File: config.mk
export PLATFORM = sky130hd
export DESIGN_NAME = modbus_rtu_slave_register_handler
export DESIGN_NICKNAME = d
export VERILOG_FILES = /design/src/rtl/core/mbrtu_pkg.sv /design/src/rtl/core/mbrtu_front.sv /design/src/rtl/core/mbrtu_fifo.sv /design/src/rtl/core/mbrtu_back.sv /design/src/rtl/core/modbus_rtu_slave_register_handler.sv
export SDC_FILE = /design/constraint.sdc
export NUM_CORES = 2
export LEC_CHECK = 0
export ABC_CLOCK_PERIOD_IN_PS = 7500
export BUFFER_PORTS_ARGS = -buffer_cell sky130_fd_sc_hd__buf_2
export CAP_MARGIN = 15
export CELL_PAD_IN_SITES_DETAIL_PLACEMENT = 1
export CELL_PAD_IN_SITES_GLOBAL_PLACEMENT = 1
export CORE_MARGIN = 2
export CORE_UTILIZATION = 60
export DETAILED_ROUTE_END_ITERATION = 16
export PLACE_DENSITY = 0.83
export SLEW_MARGIN = 15
export SYNTH_ARGS = -nofsm -noshare
export SYNTH_HDL_FRONTEND = slang
export SYNTH_HIERARCHICAL = 1
export SYNTH_SLANG_ARGS = --single-unit
File: constraint.sdc
create_clock -name clk_i -period 7.5 [get_ports clk_i]
set_clock_uncertainty 0.05 [all_clocks]
set_input_delay 0.375 -clock clk_i [delete_from_list [all_inputs] [get_ports clk_i]]
set_output_delay 0.375 -clock clk_i [all_outputs]
set_load 0.03 [all_outputs]
File: src/rtl/core/mbrtu_pkg.sv
`timescale 1ns / 1ps
`default_nettype none
package mbrtu_pkg;

  localparam int unsigned TableLenDef = 128;
  localparam int unsigned FrameMaxDef = 64;
  localparam int unsigned QueueDepth  = 2;
  localparam int unsigned TxMax       = 64;
  localparam int unsigned RegBase     = 16;
  localparam int unsigned WrMinAddr   = 8;
  localparam int unsigned ExcReg      = 1;
  localparam int unsigned MultiHdr    = 9;
  localparam int unsigned MultiMinLen = 11;
  localparam int unsigned SingleLen   = 8;
  localparam int unsigned ExcLen      = 4;
  localparam int unsigned HdrBytes    = 7;

  localparam logic [15:0] CrcInit = 16'hFFFF;
  localparam logic [15:0] CrcPoly = 16'hA001;

  localparam logic [7:0] FnReadHold   = 8'h03;
  localparam logic [7:0] FnReadInput  = 8'h04;
  localparam logic [7:0] FnWriteOne   = 8'h06;
  localparam logic [7:0] FnExcStatus  = 8'h07;
  localparam logic [7:0] FnEcho       = 8'h08;
  localparam logic [7:0] FnWriteMulti = 8'd16;

  localparam logic CfgDeviceId   = 1'b0;
  localparam logic CfgManualMode = 1'b1;

  typedef enum logic [2:0] {
    ST_OK,
    ST_LENGTH,
    ST_ADDRESS,
    ST_COUNT,
    ST_LOCK,
    ST_FUNC,
    ST_OVERFLOW
  } status_e;

  typedef enum logic {
    CMD_BYTE,
    CMD_LOCAL
  } cmd_kind_e;

  typedef enum logic [2:0] {
    PLAN_READ,
    PLAN_EXC,
    PLAN_W6,
    PLAN_ECHO,
    PLAN_W16
  } plan_e;

  typedef enum logic [3:0] {
    S_IDLE,
    S_DECIDE,
    S_ERR,
    S_HDR,
    S_RFRD,
    S_RFHI,
    S_RFLO,
    S_CRC_LO,
    S_CRC_HI,
    S_W6,
    S_ECHO_RD,
    S_ECHO_TX,
    S_W16_RDH,
    S_W16_RDL,
    S_W16_WR
  } back_state_e;

  typedef struct packed {
    logic        kind;
    logic [7:0]  rx_byte;
    logic        frame_end;
    logic [7:0]  local_addr;
    logic [15:0] local_value;
  } in_word_t;

  typedef struct packed {
    logic        tx_valid;
    logic [7:0]  tx_byte;
    logic        tx_last;
    status_e     status;
    logic        crc_ok;
    logic        params_written;
  } out_word_t;

  typedef struct packed {
    cmd_kind_e   kind;
    logic [7:0]  data;
    logic        last;
    logic [7:0]  addr;
    logic [15:0] value;
  } cmd_t;

  function automatic logic [15:0] crc_byte(logic [15:0] c_in, logic [7:0] b);
    logic [15:0] c;
    c = c_in ^ {8'h00, b};
    for (int k = 0; k < 8; k++) begin
      if (c[0]) begin
        c = (c >> 1) ^ CrcPoly;
      end else begin
        c = c >> 1;
      end
    end
    return c;
  endfunction

endpackage
`default_nettype wire

File: src/rtl/core/mbrtu_front.sv
`timescale 1ns / 1ps
`default_nettype none
module mbrtu_front import mbrtu_pkg::*; #(
  parameter int unsigned NRegs = RegBase + TableLenDef
) (
  input  logic     in_valid_i,
  output logic     in_stall_o,
  input  in_word_t in_word_i,
  input  logic     q_full_i,
  output logic     q_push_o,
  output cmd_t     q_cmd_o
);

  logic is_local;
  logic in_range;

  assign is_local   = in_word_i.kind;
  assign in_range   = {1'b0, in_word_i.local_addr} < 9'(NRegs);
  assign in_stall_o = q_full_i;

  // drop device writes past the register file
  assign q_push_o = in_valid_i && !q_full_i && (!is_local || in_range);

  always_comb begin
    q_cmd_o.kind  = is_local ? CMD_LOCAL : CMD_BYTE;
    q_cmd_o.data  = in_word_i.rx_byte;
    q_cmd_o.last  = in_word_i.frame_end;
    q_cmd_o.addr  = in_word_i.local_addr;
    q_cmd_o.value = in_word_i.local_value;
  end

endmodule
`default_nettype wire

File: src/rtl/core/mbrtu_fifo.sv
`timescale 1ns / 1ps
`default_nettype none
module mbrtu_fifo import mbrtu_pkg::*; #(
  parameter int unsigned Depth = QueueDepth
) (
  input  logic clk_i,
  input  logic rst_ni,
  input  logic push_i,
  input  cmd_t push_cmd_i,
  output logic full_o,
  input  logic pop_i,
  output cmd_t pop_cmd_o,
  output logic empty_o
);

  localparam int unsigned PtrW = (Depth > 1) ? $clog2(Depth) : 1;
  localparam int unsigned CntW = $clog2(Depth + 1);

  cmd_t            mem_q [Depth];
  logic [PtrW-1:0] wp_q, wp_d, rp_q, rp_d;
  logic [CntW-1:0] cnt_q, cnt_d;

  assign full_o    = cnt_q == CntW'(Depth);
  assign empty_o   = cnt_q == '0;
  assign pop_cmd_o = mem_q[rp_q];

  always_comb begin
    wp_d  = wp_q;
    rp_d  = rp_q;
    cnt_d = cnt_q;
    if (push_i) begin
      wp_d = (wp_q == PtrW'(Depth - 1)) ? '0 : wp_q + 1'b1;
    end
    if (pop_i) begin
      rp_d = (rp_q == PtrW'(Depth - 1)) ? '0 : rp_q + 1'b1;
    end
    if (push_i && !pop_i) begin
      cnt_d = cnt_q + 1'b1;
    end else if (!push_i && pop_i) begin
      cnt_d = cnt_q - 1'b1;
    end
  end

  always_ff @(posedge clk_i) begin
    if (push_i) begin
      mem_q[wp_q] <= push_cmd_i;
    end
  end

  always_ff @(posedge clk_i or negedge rst_ni) begin
    if (!rst_ni) begin
      wp_q  <= '0;
      rp_q  <= '0;
      cnt_q <= '0;
    end else begin
      wp_q  <= wp_d;
      rp_q  <= rp_d;
      cnt_q <= cnt_d;
    end
  end

endmodule
`default_nettype wire

File: src/rtl/core/mbrtu_back.sv
`timescale 1ns / 1ps
`default_nettype none
module mbrtu_back import mbrtu_pkg::*; #(
  parameter int unsigned TableLen = TableLenDef,
  parameter int unsigned FrameMax = FrameMaxDef
) (
  input  logic      clk_i,
  input  logic      rst_ni,
  input  logic      cfg_we_i,
  input  logic      cfg_idx_i,
  input  logic [7:0] cfg_data_i,
  input  logic      q_empty_i,
  input  cmd_t      q_cmd_i,
  output logic      q_pop_o,
  output logic      out_valid_o,
  input  logic      out_stall_i,
  output out_word_t out_word_o
);

  localparam int unsigned NRegs = RegBase + TableLen;
  localparam int unsigned RfAw  = $clog2(NRegs);
  localparam int unsigned BufAw = $clog2(FrameMax);
  localparam int unsigned CntW  = $clog2(FrameMax + 1);

  back_state_e state_q, state_d;

  logic [7:0]      dev_q, dev_d;
  logic            man_q, man_d;

  logic [CntW-1:0] cnt_q, cnt_d, len_q, len_d;
  logic            ovf_q, ovf_d;
  logic [15:0]     crc0_q, crc0_d, crc1_q, crc1_d, crc2_q, crc2_d;
  logic [7:0]      b0_q, b0_d, b1_q, b1_d;
  logic [7:0]      hdr_q [HdrBytes];
  logic            hdr_we;
  logic [2:0]      hdr_wa;
  logic            crcok_q, crcok_d;
  status_e         status_q, status_d;
  plan_e           plan_q, plan_d;
  logic            pw_q, pw_d;
  logic [7:0]      idx_q, idx_d;
  logic [RfAw-1:0] ra_q, ra_d;
  logic [15:0]     txc_q, txc_d;
  logic [7:0]      hi_q, hi_d;

  logic [7:0]      buf_mem [FrameMax];
  logic [7:0]      buf_rd_q;
  logic            buf_we;
  logic [BufAw-1:0] buf_wa, buf_ra;

  logic [15:0]     rf_mem [NRegs];
  logic [NRegs-1:0] rf_vld_q;
  logic [15:0]     rf_rd_q;
  logic            rf_rv_q;
  logic            rf_we, rf_re;
  logic [RfAw-1:0] rf_wa;
  logic [15:0]     rf_wd, rf_data;

  out_word_t       out_q, out_d;
  logic            out_vld_q, out_vld_d;

  logic            emit, emit_ok, e_valid, e_last;
  logic [7:0]      e_byte;
  status_e         e_status;

  logic [15:0]     f_start, f_num;
  logic [7:0]      f_fn, f_bc;
  logic            stored;
  logic [15:0]     c_sel;
  logic [7:0]      hb;
  logic [7:0]      hcnt;
  logic [9:0]      wr_ptr;

  assign rf_data     = rf_rv_q ? rf_rd_q : 16'h0000;
  assign out_valid_o = out_vld_q;
  assign out_word_o  = out_q;
  assign emit_ok     = !out_vld_q || !out_stall_i;

  assign f_fn    = hdr_q[1];
  assign f_start = {hdr_q[2], hdr_q[3]};
  assign f_num   = {hdr_q[4], hdr_q[5]};
  assign f_bc    = hdr_q[6];
  assign stored  = cnt_q < CntW'(FrameMax);
  assign wr_ptr  = 10'd7 + {1'b0, idx_q, 1'b0};

  always_comb begin
    case (plan_q)
      PLAN_READ: hcnt = 8'd3;
      PLAN_EXC:  hcnt = 8'd2;
      default:   hcnt = 8'd6;
    endcase
    case (plan_q)
      PLAN_READ: begin
        case (idx_q)
          8'd0:    hb = dev_q;
          8'd1:    hb = f_fn;
          default: hb = {f_num[6:0], 1'b0};
        endcase
      end
      PLAN_EXC: hb = (idx_q == 8'd0) ? dev_q : f_fn;
      default:  hb = hdr_q[idx_q[2:0]];
    endcase
  end

  always_comb begin
    state_d   = state_q;
    dev_d     = dev_q;
    man_d     = man_q;
    cnt_d     = cnt_q;
    len_d     = len_q;
    ovf_d     = ovf_q;
    crc0_d    = crc0_q;
    crc1_d    = crc1_q;
    crc2_d    = crc2_q;
    b0_d      = b0_q;
    b1_d      = b1_q;
    hdr_we    = 1'b0;
    hdr_wa    = cnt_q[2:0];
    crcok_d   = crcok_q;
    status_d  = status_q;
    plan_d    = plan_q;
    pw_d      = pw_q;
    idx_d     = idx_q;
    ra_d      = ra_q;
    txc_d     = txc_q;
    hi_d      = hi_q;
    buf_we    = 1'b0;
    buf_wa    = cnt_q[BufAw-1:0];
    buf_ra    = idx_q[BufAw-1:0];
    rf_we     = 1'b0;
    rf_re     = 1'b0;
    rf_wa     = q_cmd_i.addr[RfAw-1:0];
    rf_wd     = q_cmd_i.value;
    q_pop_o   = 1'b0;
    emit      = 1'b0;
    e_valid   = 1'b1;
    e_byte    = 8'h00;
    e_last    = 1'b0;
    e_status  = ST_OK;
    c_sel     = stored ? crc1_q : crc2_q;

    if (cfg_we_i) begin
      if (cfg_idx_i == CfgDeviceId) begin
        dev_d = cfg_data_i;
      end else begin
        man_d = cfg_data_i[0];
      end
    end

    case (state_q)
      S_IDLE: begin
        if (!q_empty_i) begin
          q_pop_o = 1'b1;
          if (q_cmd_i.kind == CMD_LOCAL) begin
            rf_we = 1'b1;
          end else begin
            if (stored) begin
              buf_we = 1'b1;
              cnt_d  = cnt_q + 1'b1;
              hdr_we = cnt_q < CntW'(HdrBytes);
              crc0_d = crc_byte(crc0_q, q_cmd_i.data);
              crc1_d = crc0_q;
              crc2_d = crc1_q;
              b0_d   = q_cmd_i.data;
              b1_d   = b0_q;
            end else begin
              ovf_d = 1'b1;
            end
            if (q_cmd_i.last) begin
              len_d   = stored ? cnt_q + 1'b1 : cnt_q;
              crcok_d = stored && !ovf_q && (cnt_q >= CntW'(1))
                        && ((stored ? b0_q : b1_q) == c_sel[7:0])
                        && ((stored ? q_cmd_i.data : b0_q) == c_sel[15:8]);
              ovf_d   = ovf_q || !stored;
              cnt_d   = '0;
              crc0_d  = CrcInit;
              crc1_d  = CrcInit;
              crc2_d  = CrcInit;
              state_d = S_DECIDE;
            end
          end
        end
      end

      S_DECIDE: begin
        status_d = ST_OK;
        plan_d   = PLAN_ECHO;
        if (ovf_q) begin
          status_d = ST_OVERFLOW;
        end else if (len_q < CntW'(2)) begin
          status_d = ST_LENGTH;
        end else begin
          case (f_fn)
            FnReadHold, FnReadInput: begin
              plan_d = PLAN_READ;
              if (len_q != CntW'(SingleLen)) status_d = ST_LENGTH;
              else if (f_start >= 16'(NRegs)) status_d = ST_ADDRESS;
              else if (f_num == 16'h0000) status_d = ST_COUNT;
              else if (17'(f_start) + 17'(f_num) > 17'(NRegs)) status_d = ST_ADDRESS;
              else if ((18'd5 + {1'b0, f_num, 1'b0} > 18'(FrameMax))
                       || (18'd5 + {1'b0, f_num, 1'b0} > 18'(TxMax))) begin
                status_d = ST_OVERFLOW;
              end
            end
            FnWriteOne: begin
              plan_d = PLAN_W6;
              if (man_q) status_d = ST_LOCK;
              else if (len_q != CntW'(SingleLen)) status_d = ST_LENGTH;
              else if ((f_start >= 16'(NRegs)) || (f_start < 16'(WrMinAddr))) begin
                status_d = ST_ADDRESS;
              end
            end
            FnExcStatus: begin
              plan_d = PLAN_EXC;
              if (len_q != CntW'(ExcLen)) status_d = ST_LENGTH;
            end
            FnEcho: begin
              plan_d = PLAN_ECHO;
              if (10'(len_q) > 10'(TxMax)) status_d = ST_OVERFLOW;
            end
            FnWriteMulti: begin
              plan_d = PLAN_W16;
              if (man_q) status_d = ST_LOCK;
              else if (len_q < CntW'(MultiMinLen)) status_d = ST_LENGTH;
              else if (10'(len_q) != 10'(f_bc) + 10'(MultiHdr)) status_d = ST_LENGTH;
              else if ((f_start >= 16'(NRegs)) || (f_start < 16'(WrMinAddr))) begin
                status_d = ST_ADDRESS;
              end
              else if (f_num == 16'h0000) status_d = ST_COUNT;
              else if (17'(f_start) + 17'(f_num) > 17'(NRegs)) status_d = ST_ADDRESS;
              else if ({f_num, 1'b0} > 17'(f_bc)) status_d = ST_OVERFLOW;
            end
            default: status_d = ST_FUNC;
          endcase
        end
        idx_d   = '0;
        txc_d   = CrcInit;
        ra_d    = f_start[RfAw-1:0];
        pw_d    = (plan_d == PLAN_W6) || (plan_d == PLAN_W16);
        ovf_d   = 1'b0;
        if (status_d != ST_OK) begin
          state_d = S_ERR;
        end else begin
          case (plan_d)
            PLAN_READ, PLAN_EXC: state_d = S_HDR;
            PLAN_W6:             state_d = S_W6;
            PLAN_W16:            state_d = S_W16_RDH;
            default:             state_d = S_ECHO_RD;
          endcase
        end
      end

      S_ERR: begin
        emit     = 1'b1;
        e_valid  = 1'b0;
        e_last   = 1'b1;
        e_status = status_q;
        if (emit_ok) state_d = S_IDLE;
      end

      S_HDR: begin
        emit   = 1'b1;
        e_byte = hb;
        if (emit_ok) begin
          txc_d = crc_byte(txc_q, hb);
          idx_d = idx_q + 1'b1;
          if (idx_q == hcnt - 1'b1) begin
            idx_d = '0;
            case (plan_q)
              PLAN_READ: begin
                ra_d    = f_start[RfAw-1:0];
                state_d = S_RFRD;
              end
              PLAN_EXC: begin
                ra_d    = RfAw'(ExcReg);
                state_d = S_RFRD;
              end
              default: state_d = S_CRC_LO;
            endcase
          end
        end
      end

      S_RFRD: begin
        rf_re   = 1'b1;
        state_d = (plan_q == PLAN_EXC) ? S_RFLO : S_RFHI;
      end

      S_RFHI: begin
        emit   = 1'b1;
        e_byte = rf_data[15:8];
        if (emit_ok) begin
          txc_d   = crc_byte(txc_q, rf_data[15:8]);
          state_d = S_RFLO;
        end
      end

      S_RFLO: begin
        emit   = 1'b1;
        e_byte = rf_data[7:0];
        if (emit_ok) begin
          txc_d = crc_byte(txc_q, rf_data[7:0]);
          idx_d = idx_q + 1'b1;
          ra_d  = ra_q + 1'b1;
          if ((plan_q == PLAN_EXC) || (16'(idx_q) + 16'd1 == f_num)) begin
            state_d = S_CRC_LO;
          end else begin
            state_d = S_RFRD;
          end
        end
      end

      S_CRC_LO: begin
        emit   = 1'b1;
        e_byte = txc_q[7:0];
        if (emit_ok) state_d = S_CRC_HI;
      end

      S_CRC_HI: begin
        emit   = 1'b1;
        e_byte = txc_q[15:8];
        e_last = 1'b1;
        if (emit_ok) state_d = S_IDLE;
      end

      S_W6: begin
        rf_we   = 1'b1;
        rf_wa   = f_start[RfAw-1:0];
        rf_wd   = f_num;
        state_d = S_ECHO_RD;
      end

      S_ECHO_RD: begin
        state_d = S_ECHO_TX;
      end

      S_ECHO_TX: begin
        emit   = 1'b1;
        e_byte = buf_rd_q;
        e_last = 10'(idx_q) + 10'd1 == 10'(len_q);
        if (emit_ok) begin
          idx_d   = idx_q + 1'b1;
          state_d = e_last ? S_IDLE : S_ECHO_RD;
        end
      end

      S_W16_RDH: begin
        buf_ra  = wr_ptr[BufAw-1:0];
        state_d = S_W16_RDL;
      end

      S_W16_RDL: begin
        hi_d    = buf_rd_q;
        buf_ra  = BufAw'(wr_ptr + 10'd1);
        state_d = S_W16_WR;
      end

      S_W16_WR: begin
        rf_we = 1'b1;
        rf_wa = ra_q;
        rf_wd = {hi_q, buf_rd_q};
        ra_d  = ra_q + 1'b1;
        idx_d = idx_q + 1'b1;
        if (16'(idx_q) + 16'd1 == f_num) begin
          idx_d   = '0;
          state_d = S_HDR;
        end else begin
          state_d = S_W16_RDH;
        end
      end

      default: state_d = S_IDLE;
    endcase

    out_d     = out_q;
    out_vld_d = out_vld_q && out_stall_i;
    if (emit && emit_ok) begin
      out_vld_d            = 1'b1;
      out_d.tx_valid       = e_valid;
      out_d.tx_byte        = e_byte;
      out_d.tx_last        = e_last;
      out_d.status         = e_status;
      out_d.crc_ok         = crcok_q;
      out_d.params_written = e_valid && pw_q;
    end
  end

  always_ff @(posedge clk_i) begin
    if (buf_we) buf_mem[buf_wa] <= q_cmd_i.data;
    buf_rd_q <= buf_mem[buf_ra];
    if (hdr_we) hdr_q[hdr_wa] <= q_cmd_i.data;
    if (rf_we) rf_mem[rf_wa] <= rf_wd;
    if (rf_re) rf_rd_q <= rf_mem[ra_q];
    out_q    <= out_d;
    len_q    <= len_d;
    crcok_q  <= crcok_d;
    status_q <= status_d;
    plan_q   <= plan_d;
    pw_q     <= pw_d;
    idx_q    <= idx_d;
    ra_q     <= ra_d;
    txc_q    <= txc_d;
    hi_q     <= hi_d;
    b0_q     <= b0_d;
    b1_q     <= b1_d;
  end

  always_ff @(posedge clk_i or negedge rst_ni) begin
    if (!rst_ni) begin
      state_q   <= S_IDLE;
      dev_q     <= 8'h01;
      man_q     <= 1'b0;
      cnt_q     <= '0;
      ovf_q     <= 1'b0;
      crc0_q    <= CrcInit;
      crc1_q    <= CrcInit;
      crc2_q    <= CrcInit;
      rf_vld_q  <= '0;
      rf_rv_q   <= 1'b0;
      out_vld_q <= 1'b0;
    end else begin
      state_q   <= state_d;
      dev_q     <= dev_d;
      man_q     <= man_d;
      cnt_q     <= cnt_d;
      ovf_q     <= ovf_d;
      crc0_q    <= crc0_d;
      crc1_q    <= crc1_d;
      crc2_q    <= crc2_d;
      out_vld_q <= out_vld_d;
      if (rf_we) rf_vld_q[rf_wa] <= 1'b1;
      if (rf_re) rf_rv_q <= rf_vld_q[ra_q];
    end
  end

endmodule
`default_nettype wire

File: src/rtl/core/modbus_rtu_slave_register_handler.sv
`timescale 1ns / 1ps
`default_nettype none
// Modbus RTU slave over a register file of 16+TABLE_LEN 16-bit entries. Words
// enter through a two-entry queue; the executing sequencer takes each frame byte or
// device-side write from it while idle. On the frame-end byte the sequencer runs the
// checks in a decide state, then sends built headers and the CRC byte by byte, each
// echoed byte through a buffer read and a send, and each register of a read (register
// read, high byte, low byte) or multi-write (two buffer reads, register write) in
// turn; output stalls hold these steps. The register file reads as zero after
// reset through per-entry valid bits; no clearing pass runs.
module modbus_rtu_slave_register_handler import mbrtu_pkg::*; #(
  parameter int unsigned TABLE_LEN = TableLenDef,
  parameter int unsigned FRAME_MAX = FrameMaxDef
) (
  input  logic       clk_i,
  input  logic       rst_ni,
  input  logic       cfg_we_i,
  input  logic       cfg_idx_i,
  input  logic [7:0] cfg_data_i,
  input  logic       in_valid_i,
  output logic       in_stall_o,
  input  in_word_t   in_word_i,
  output logic       out_valid_o,
  input  logic       out_stall_i,
  output out_word_t  out_word_o
);

  logic q_full, q_push, q_pop, q_empty;
  cmd_t q_in, q_out;

  mbrtu_front #(
    .NRegs(RegBase + TABLE_LEN)
  ) u_front (
    .in_valid_i(in_valid_i),
    .in_stall_o(in_stall_o),
    .in_word_i (in_word_i),
    .q_full_i  (q_full),
    .q_push_o  (q_push),
    .q_cmd_o   (q_in)
  );

  mbrtu_fifo #(
    .Depth(QueueDepth)
  ) u_fifo (
    .clk_i     (clk_i),
    .rst_ni    (rst_ni),
    .push_i    (q_push),
    .push_cmd_i(q_in),
    .full_o    (q_full),
    .pop_i     (q_pop),
    .pop_cmd_o (q_out),
    .empty_o   (q_empty)
  );

  mbrtu_back #(
    .TableLen(TABLE_LEN),
    .FrameMax(FRAME_MAX)
  ) u_back (
    .clk_i      (clk_i),
    .rst_ni     (rst_ni),
    .cfg_we_i   (cfg_we_i),
    .cfg_idx_i  (cfg_idx_i),
    .cfg_data_i (cfg_data_i),
    .q_empty_i  (q_empty),
    .q_cmd_i    (q_out),
    .q_pop_o    (q_pop),
    .out_valid_o(out_valid_o),
    .out_stall_i(out_stall_i),
    .out_word_o (out_word_o)
  );

endmodule
`default_nettype wire

### After elaboration in Yosys (flattened, before gate mapping)

Memories as Yosys holds them, arrays and structs flattened. A register that Yosys moved wholly into a read port is not among the register bits.
Cells that the tools add are included.
Widths: inputs -> output; s select.

* bits in registers: 305
* RAM bits: 2940
* bits of input ports: 48
* output and inout port bits: 17
* word-level logic and storage cells: 427
* memories kept: 4

Memory list
* u_back.rf_mem: words 144, bits a word 16, read ports 1, clocked after Yosys merged registers in 1, write ports 1, line mbrtu_back.sv:51 `logic [15:0] rf_mem [NRegs];`
* u_back.buf_mem: words 64, bits a word 8, read ports 1, clocked after Yosys merged registers in 1, write ports 1, line mbrtu_back.sv:46 `logic [7:0] buf_mem [FrameMax];`
* u_fifo.mem_q: words 2, bits a word 34, read ports 1, clocked after Yosys merged registers in 0, write ports 1, line mbrtu_fifo.sv:19 `cmd_t mem_q [Depth];`
* u_back.hdr_q: words 7, bits a word 8, read ports 7, clocked after Yosys merged registers in 1, write ports 1, line mbrtu_back.sv:34 `logic [7:0] hdr_q [HdrBytes];`

* add/sub/neg operators: 15
* order comparisons: 15
* equal/unequal tests: 47
* multiplexer cells: 219
* bitwise operators: 40
* reductions and logical operators: 56

Operator list (count)
* $mux 16: 112
* $or 144x144->144: 1
* $not 2->3: 32
* $mux 8: 10
* $mux 3: 22
* $pmux 16 s4: 1
* $pmux 8 s2: 4
* $pmux 8 s4: 2
* $xor 16x8->16: 4
* $pmux 4 s14: 1
* $mux 4: 13
* $pmux 8 s6: 1
* $mux 1: 34
* $pmux 16 s2: 1
* $eq 4x4->1 const B: 7
* $eq 8x3->1 const B: 3
* $eq 8x8->1: 3
* $add 3x17->18 const A: 1
* $add 8x1->9 const B: 2
* $gt 18x7->1 const B: 1
* $lt 8x9->1 const B: 2
* $add 16x16->17: 1
* $gt 17x8->1: 1
* $gt 17x8->1 const B: 1
* other kinds (68): 132

### Depth between registers and ports, before layout

An unclocked memory read counts as a cell.

* depth after elaboration: 48
* gate-level depth with buffers: 14
* gate-level depth less buffers: 12

### Modules after synthesis

The synthesis kept the hierarchy.

By module, submodules not included
* mbrtu_back: instances 1, cells an instance 6166, area an instance 127661.2 µm², sequential area each 94836.0 µm²
* mbrtu_fifo: instances 1, cells an instance 122, area an instance 2791.4 µm², sequential area each 2142.1 µm²
* mbrtu_front: instances 1, cells an instance 37, area an instance 285.3 µm², sequential area each 0.0 µm²

### Worst setup path after synthesis

No wires, ideal clock.

* kind: register to register
* start: reg u_back.state_q[1]
* end: mem u_back.rf_mem[0][0] (data pin)
* arrival time: 3.416 ns
* path slack: 3.485 ns
* stages on the path, launching flop included: 8
* path buffers: 3
* period minus slack after synthesis: 4.015 ns
* cells stage by stage: dfrtp_1 clkbuf_1 nand2b_1 nor2_1 clkbuf_1 clkbuf_1 a22oi_1 nand2_1

* cells in the longest elaborated chain, start to end: 2
* elaborated cells on any way between the ends: 3
* classes of those cells: eq/ne (2); mux (1)

RTL lines
* start: declaration: line mbrtu_back.sv:25 `back_state_e state_q, state_d;`
* start signal: assignment: line mbrtu_back.sv:422 `state_q <= state_d;`
* $eq 4x4->1: line mbrtu_back.sv:150 `case (state_q)`
* $pmux 16 s2 *: line mbrtu_back.sv:150
* named net u_back.rf_wd[0]: line mbrtu_back.sv:57 `logic [15:0] rf_wd, rf_data;`
* end: declaration: line mbrtu_back.sv:51

Mark *: on every way through the listed nets, which the timed path passes. The rest lies on a longest branch.

### Worst setup path in the final report

* start: reg u_back.state_q[2]
* end: mem u_back.buf_mem[22][2] (enable)

* cells in the longest elaborated chain, start to end: 4

RTL lines
* $logic_not 4->1: line mbrtu_back.sv:150
* $mux 1: line mbrtu_back.sv:150
* $mux 1: line mbrtu_back.sv:389 `if (buf_we) buf_mem[buf_wa] <= q_cmd_i.data;`
* $mux 1 (implied by the code): line mbrtu_back.sv:389
* end: declaration: line mbrtu_back.sv:46

Every way passes these cells.

==> qor.txt <==
Min-delay worst type: input pin to asynchronous set/reset pin
MaxCap Viol Count: 0
Placed Cells: 9078
Max-slew headroom: 10.5%
R2r endpoint: u_back/buf_mem[22][2]
CTS Buf Count: 332
# IOs: 65
CP cell instances: nor2_1, nand2_1, or3_1, inv_1, nand2b_1, nor2_1, nand3_1, nor2_1
Crit path max fanout: 25
R2R setup slack: 1.36 ns
Share of layout cells above drive strength 1: 29.5%
Die W: 471 um
CTS Sinks: 3266
CP max stage cell: nor2_1
Fillers: 16900
Routed len/inst: 44.7 um
Clock-pin slew on the worst setup and hold paths: 0.07 ns
Setup crit start kind: flop
Pwr/cell area: 412 nW/um2
CTS H-tree lvls: 5
Initial Util: 60.3%
Initial antenna violation count: 40
First-pass GRT wire length: 611000 um
CP peak stage delay: 1.09 ns
FP Rows: 171
CTS Buffer Depth: 4
Nets@finish: 6698
Synth-to-layout area growth: 11.8%
Worst-Margin Slew: 1.34 ns
RSZ-0062 raised after global routing: no
Synth Area per Inst: 20.7 um2
Max Freq: 163 MHz
CTS tree: yes
Top cell family by delay on the critical path: simple AND/OR/NAND/NOR gates
Tot GR Track Use: 39.7%
Synthesized area: 131000 um2
FF-to-FF Start: u_back/state_q[2]
First-pass DRT Iterations: 7
Setup TNS: 0 ns
Final core utilization: 67.4%
Most used flip-flop cell after synthesis: edfxtp_1
Peak supply drop: 0.436 mV
Final Slew Violations: 0
Die ar.: 222000 um2
Post-synthesis sequential area ratio: 74.2%
Status: finished, final reports clean
Largest net degree at the start of global routing: 133
Worst Setup End Kind: flop
Clock network latency to the later pin of the worst-skew pair: 0.98 ns
Reg2Reg Depth: 8
Routability cong.: 0.904
Root buf cell: clkbuf_16
Synth warn: 6
Final Total Pwr: 60.2 mW
Cell mode on critical path: nor2_1
Final Non-Filler Cells: 9746
Drt total wl: 436000 um
Setup violations, final: 0
FFs w/ async S/R, synth: 6.31%
Port Buffers: 64
Via count: 74000
Buf/Inv on CP: 1
Final period util: 81.8%
Most common cell after layout, fill and taps aside: edfxtp_1
Vias in the first global route: 74900
DRT iter0 DRCs: 13000
Die H: 471 um
Post-synth EDFFs: 3049
DP Wirelength: 222000 um
Most frequent cells in the layout: edfxtp_1 (3049), mux4_2 (936), clkbuf_16 (340)
DRC violation count after routing: 0
Core Area: 217000 um2
DRT antenna net count: 0
CP required: 8.04 ns
Number of synthesized register bits: 3266
Netlist cell types: 87
Via density: 7.60
Synth Instances: 6325
Critical path depth in cells: 8
Post-cts sizing count: 0
Crit path arrival time: 6.68 ns
Post-layout min period: 6.14 ns
Setup CP Type: flop to flop
Fin. Hold Viols: 0
P_leak: 47.6 nW
GRT overflow: 0
==> logic make-up after synthesis <==
logic type,share of synthesized area (%)
buffers and inverters,1.35
other,0.00287
AND/OR/NAND/NOR,3.50
adder cells (fa/ha/maj),0.322
AO/OA/AOI/OAI,2.21
multiplexers,17.3
flip-flops,74.2
XOR/XNOR,1.18
==> layer usage <==
layer / routed length (um) / vias to the layer above / share of wire, % / global-route usage (%)
met5: 237 / - / 0.054 / 0.627
met4: 32200 / 38 / 7.4 / 22.7
met3: 57300 / 1683 / 13 / 11.0
met2: 205000 / 7373 / 47 / 61.6
met1: 141000 / 38400 / 32 / 51.0
li1: - / 26600 / - / -
==> worst register-to-register path, delay by kind of cell, from the launching register on <==
kind,cells,cell delay [ns]
buf+inv,1,0.85
flops,1,0.65
simple gates,7,4.24
==> area by class of cell <==
class	instances	area, um2	area share [%]
Inverter	39	146	0.100
Multi-Input combinational cell	2659	32400	22.2
Timing Repair Buffer	319	2620	1.79
Antenna cell	20	50.0	0.0342
Clock buffer	445	9080	6.22
Sequential cell	3266	97000	66.4
Clock inverter	144	1260	0.861
Tap cell	2854	3570	2.44
==> state kept, by name, summed over array words and instances, names as in the netlist, 11 cells and up, named ones only <==
| name | cells |
|---|---|
| u_back/crc1_q | 11 |
| u_back/crc0_q | 16 |
| u_back/rf_rd_q | 16 |
| u_fifo/mem_q | 68 |
| u_back/hdr_q | 64 |
| u_back/out_word_o | 15 |
| u_back/buf_mem | 512 |
| u_back/rf_vld_q | 144 |
| u_back/rf_mem | 2304 |
| u_back/txc_q | 16 |
==> cells in the mapped netlist (all sizes together) (5+ instances only) <==
| library cell | n | share of area [%] |
|---|---|---|
| a211oi | 50 | 0.29 |
| a21o | 16 | 0.092 |
| a21oi | 81 | 0.31 |
| a221o | 6 | 0.046 |
| a222oi | 5 | 0.038 |
| a22o | 19 | 0.13 |
| a22oi | 38 | 0.22 |
| a31oi | 42 | 0.20 |
| and2 | 37 | 0.18 |
| and3 | 12 | 0.057 |
| buf | 162 | 0.65 |
| clkbuf | 206 | 0.59 |
| dfrtp | 170 | 3.3 |
| dfstp | 36 | 0.72 |
| dfxtp | 11 | 0.17 |
| edfxtp | 3049 | 70 |
| ha | 32 | 0.31 |
| inv | 39 | 0.11 |
| mux2 | 60 | 0.60 |
| mux2i | 69 | 0.53 |
| mux4 | 936 | 16 |
| nand2 | 268 | 0.77 |
| nand2b | 15 | 0.072 |
| nand3 | 40 | 0.15 |
| nand3b | 7 | 0.040 |
| nand4 | 14 | 0.067 |
| nor2 | 312 | 0.90 |
| nor2b | 19 | 0.091 |
| nor3 | 42 | 0.16 |
| nor3b | 5 | 0.033 |
| nor4 | 10 | 0.064 |
| o211ai | 15 | 0.090 |
| o21a | 7 | 0.040 |
| o21ai | 74 | 0.28 |
| o22a | 18 | 0.12 |
| o31ai | 10 | 0.057 |
| or2 | 152 | 0.73 |
| or3 | 12 | 0.057 |
| or3b | 5 | 0.033 |
| or4 | 8 | 0.046 |
| xnor2 | 95 | 0.64 |
| xor2 | 61 | 0.41 |
==> report_power, final <==
part / internal, mW / switching (mW) / leakage [nW]
sequential: 23.1 / 0.874 / 30.2
clock: 9.21 / 7.56 / 5.07
combinational: 6.73 / 12.7 / 12.3
==> what timing repair did <==
item | CTS | global route
hold endpoints to repair | 181 | 0
setup buffers | 0 | 0
hold buffers | 56 | 0
==> how the worst max path moves through the flow <==
| stage | end | start | slack (ns) |
|---|---|---|---|
| 3_3_place_gp | u_back/rf_mem[128][4] | u_back/state_q[0] | 2.19 |
| 3_5_place_dp | u_back/rf_mem[135][14] | u_back/state_q[0] | 1.85 |
| 6_report | u_back/buf_mem[22][2] | u_back/state_q[2] | 1.36 |
| 2_1_floorplan | u_back/rf_mem[0][0] | u_back/state_q[1] | 3.49 |
| 5_1_grt | u_back/buf_mem[22][6] | u_back/state_q[2] | 1.27 |
| 4_1_cts | u_back/rf_mem[136][3] | u_back/state_q[0] | 1.47 |
==> through the flow <==
step / worst slack [ns] / hold slack, ns / cell area, um2
after detailed placement: 1.85 / 0.280 / 135000
after global placement: 2.19 / 0.272 / 135000
after CTS: 1.47 / 0.0163 / 146000
final: 1.36 / 0.0638 / 146000
after floorplan: 3.49 / 0.0294 / 131000
after global routing: 1.27 / 0.0598 / 146000
(Power assumes the default switching activity.)
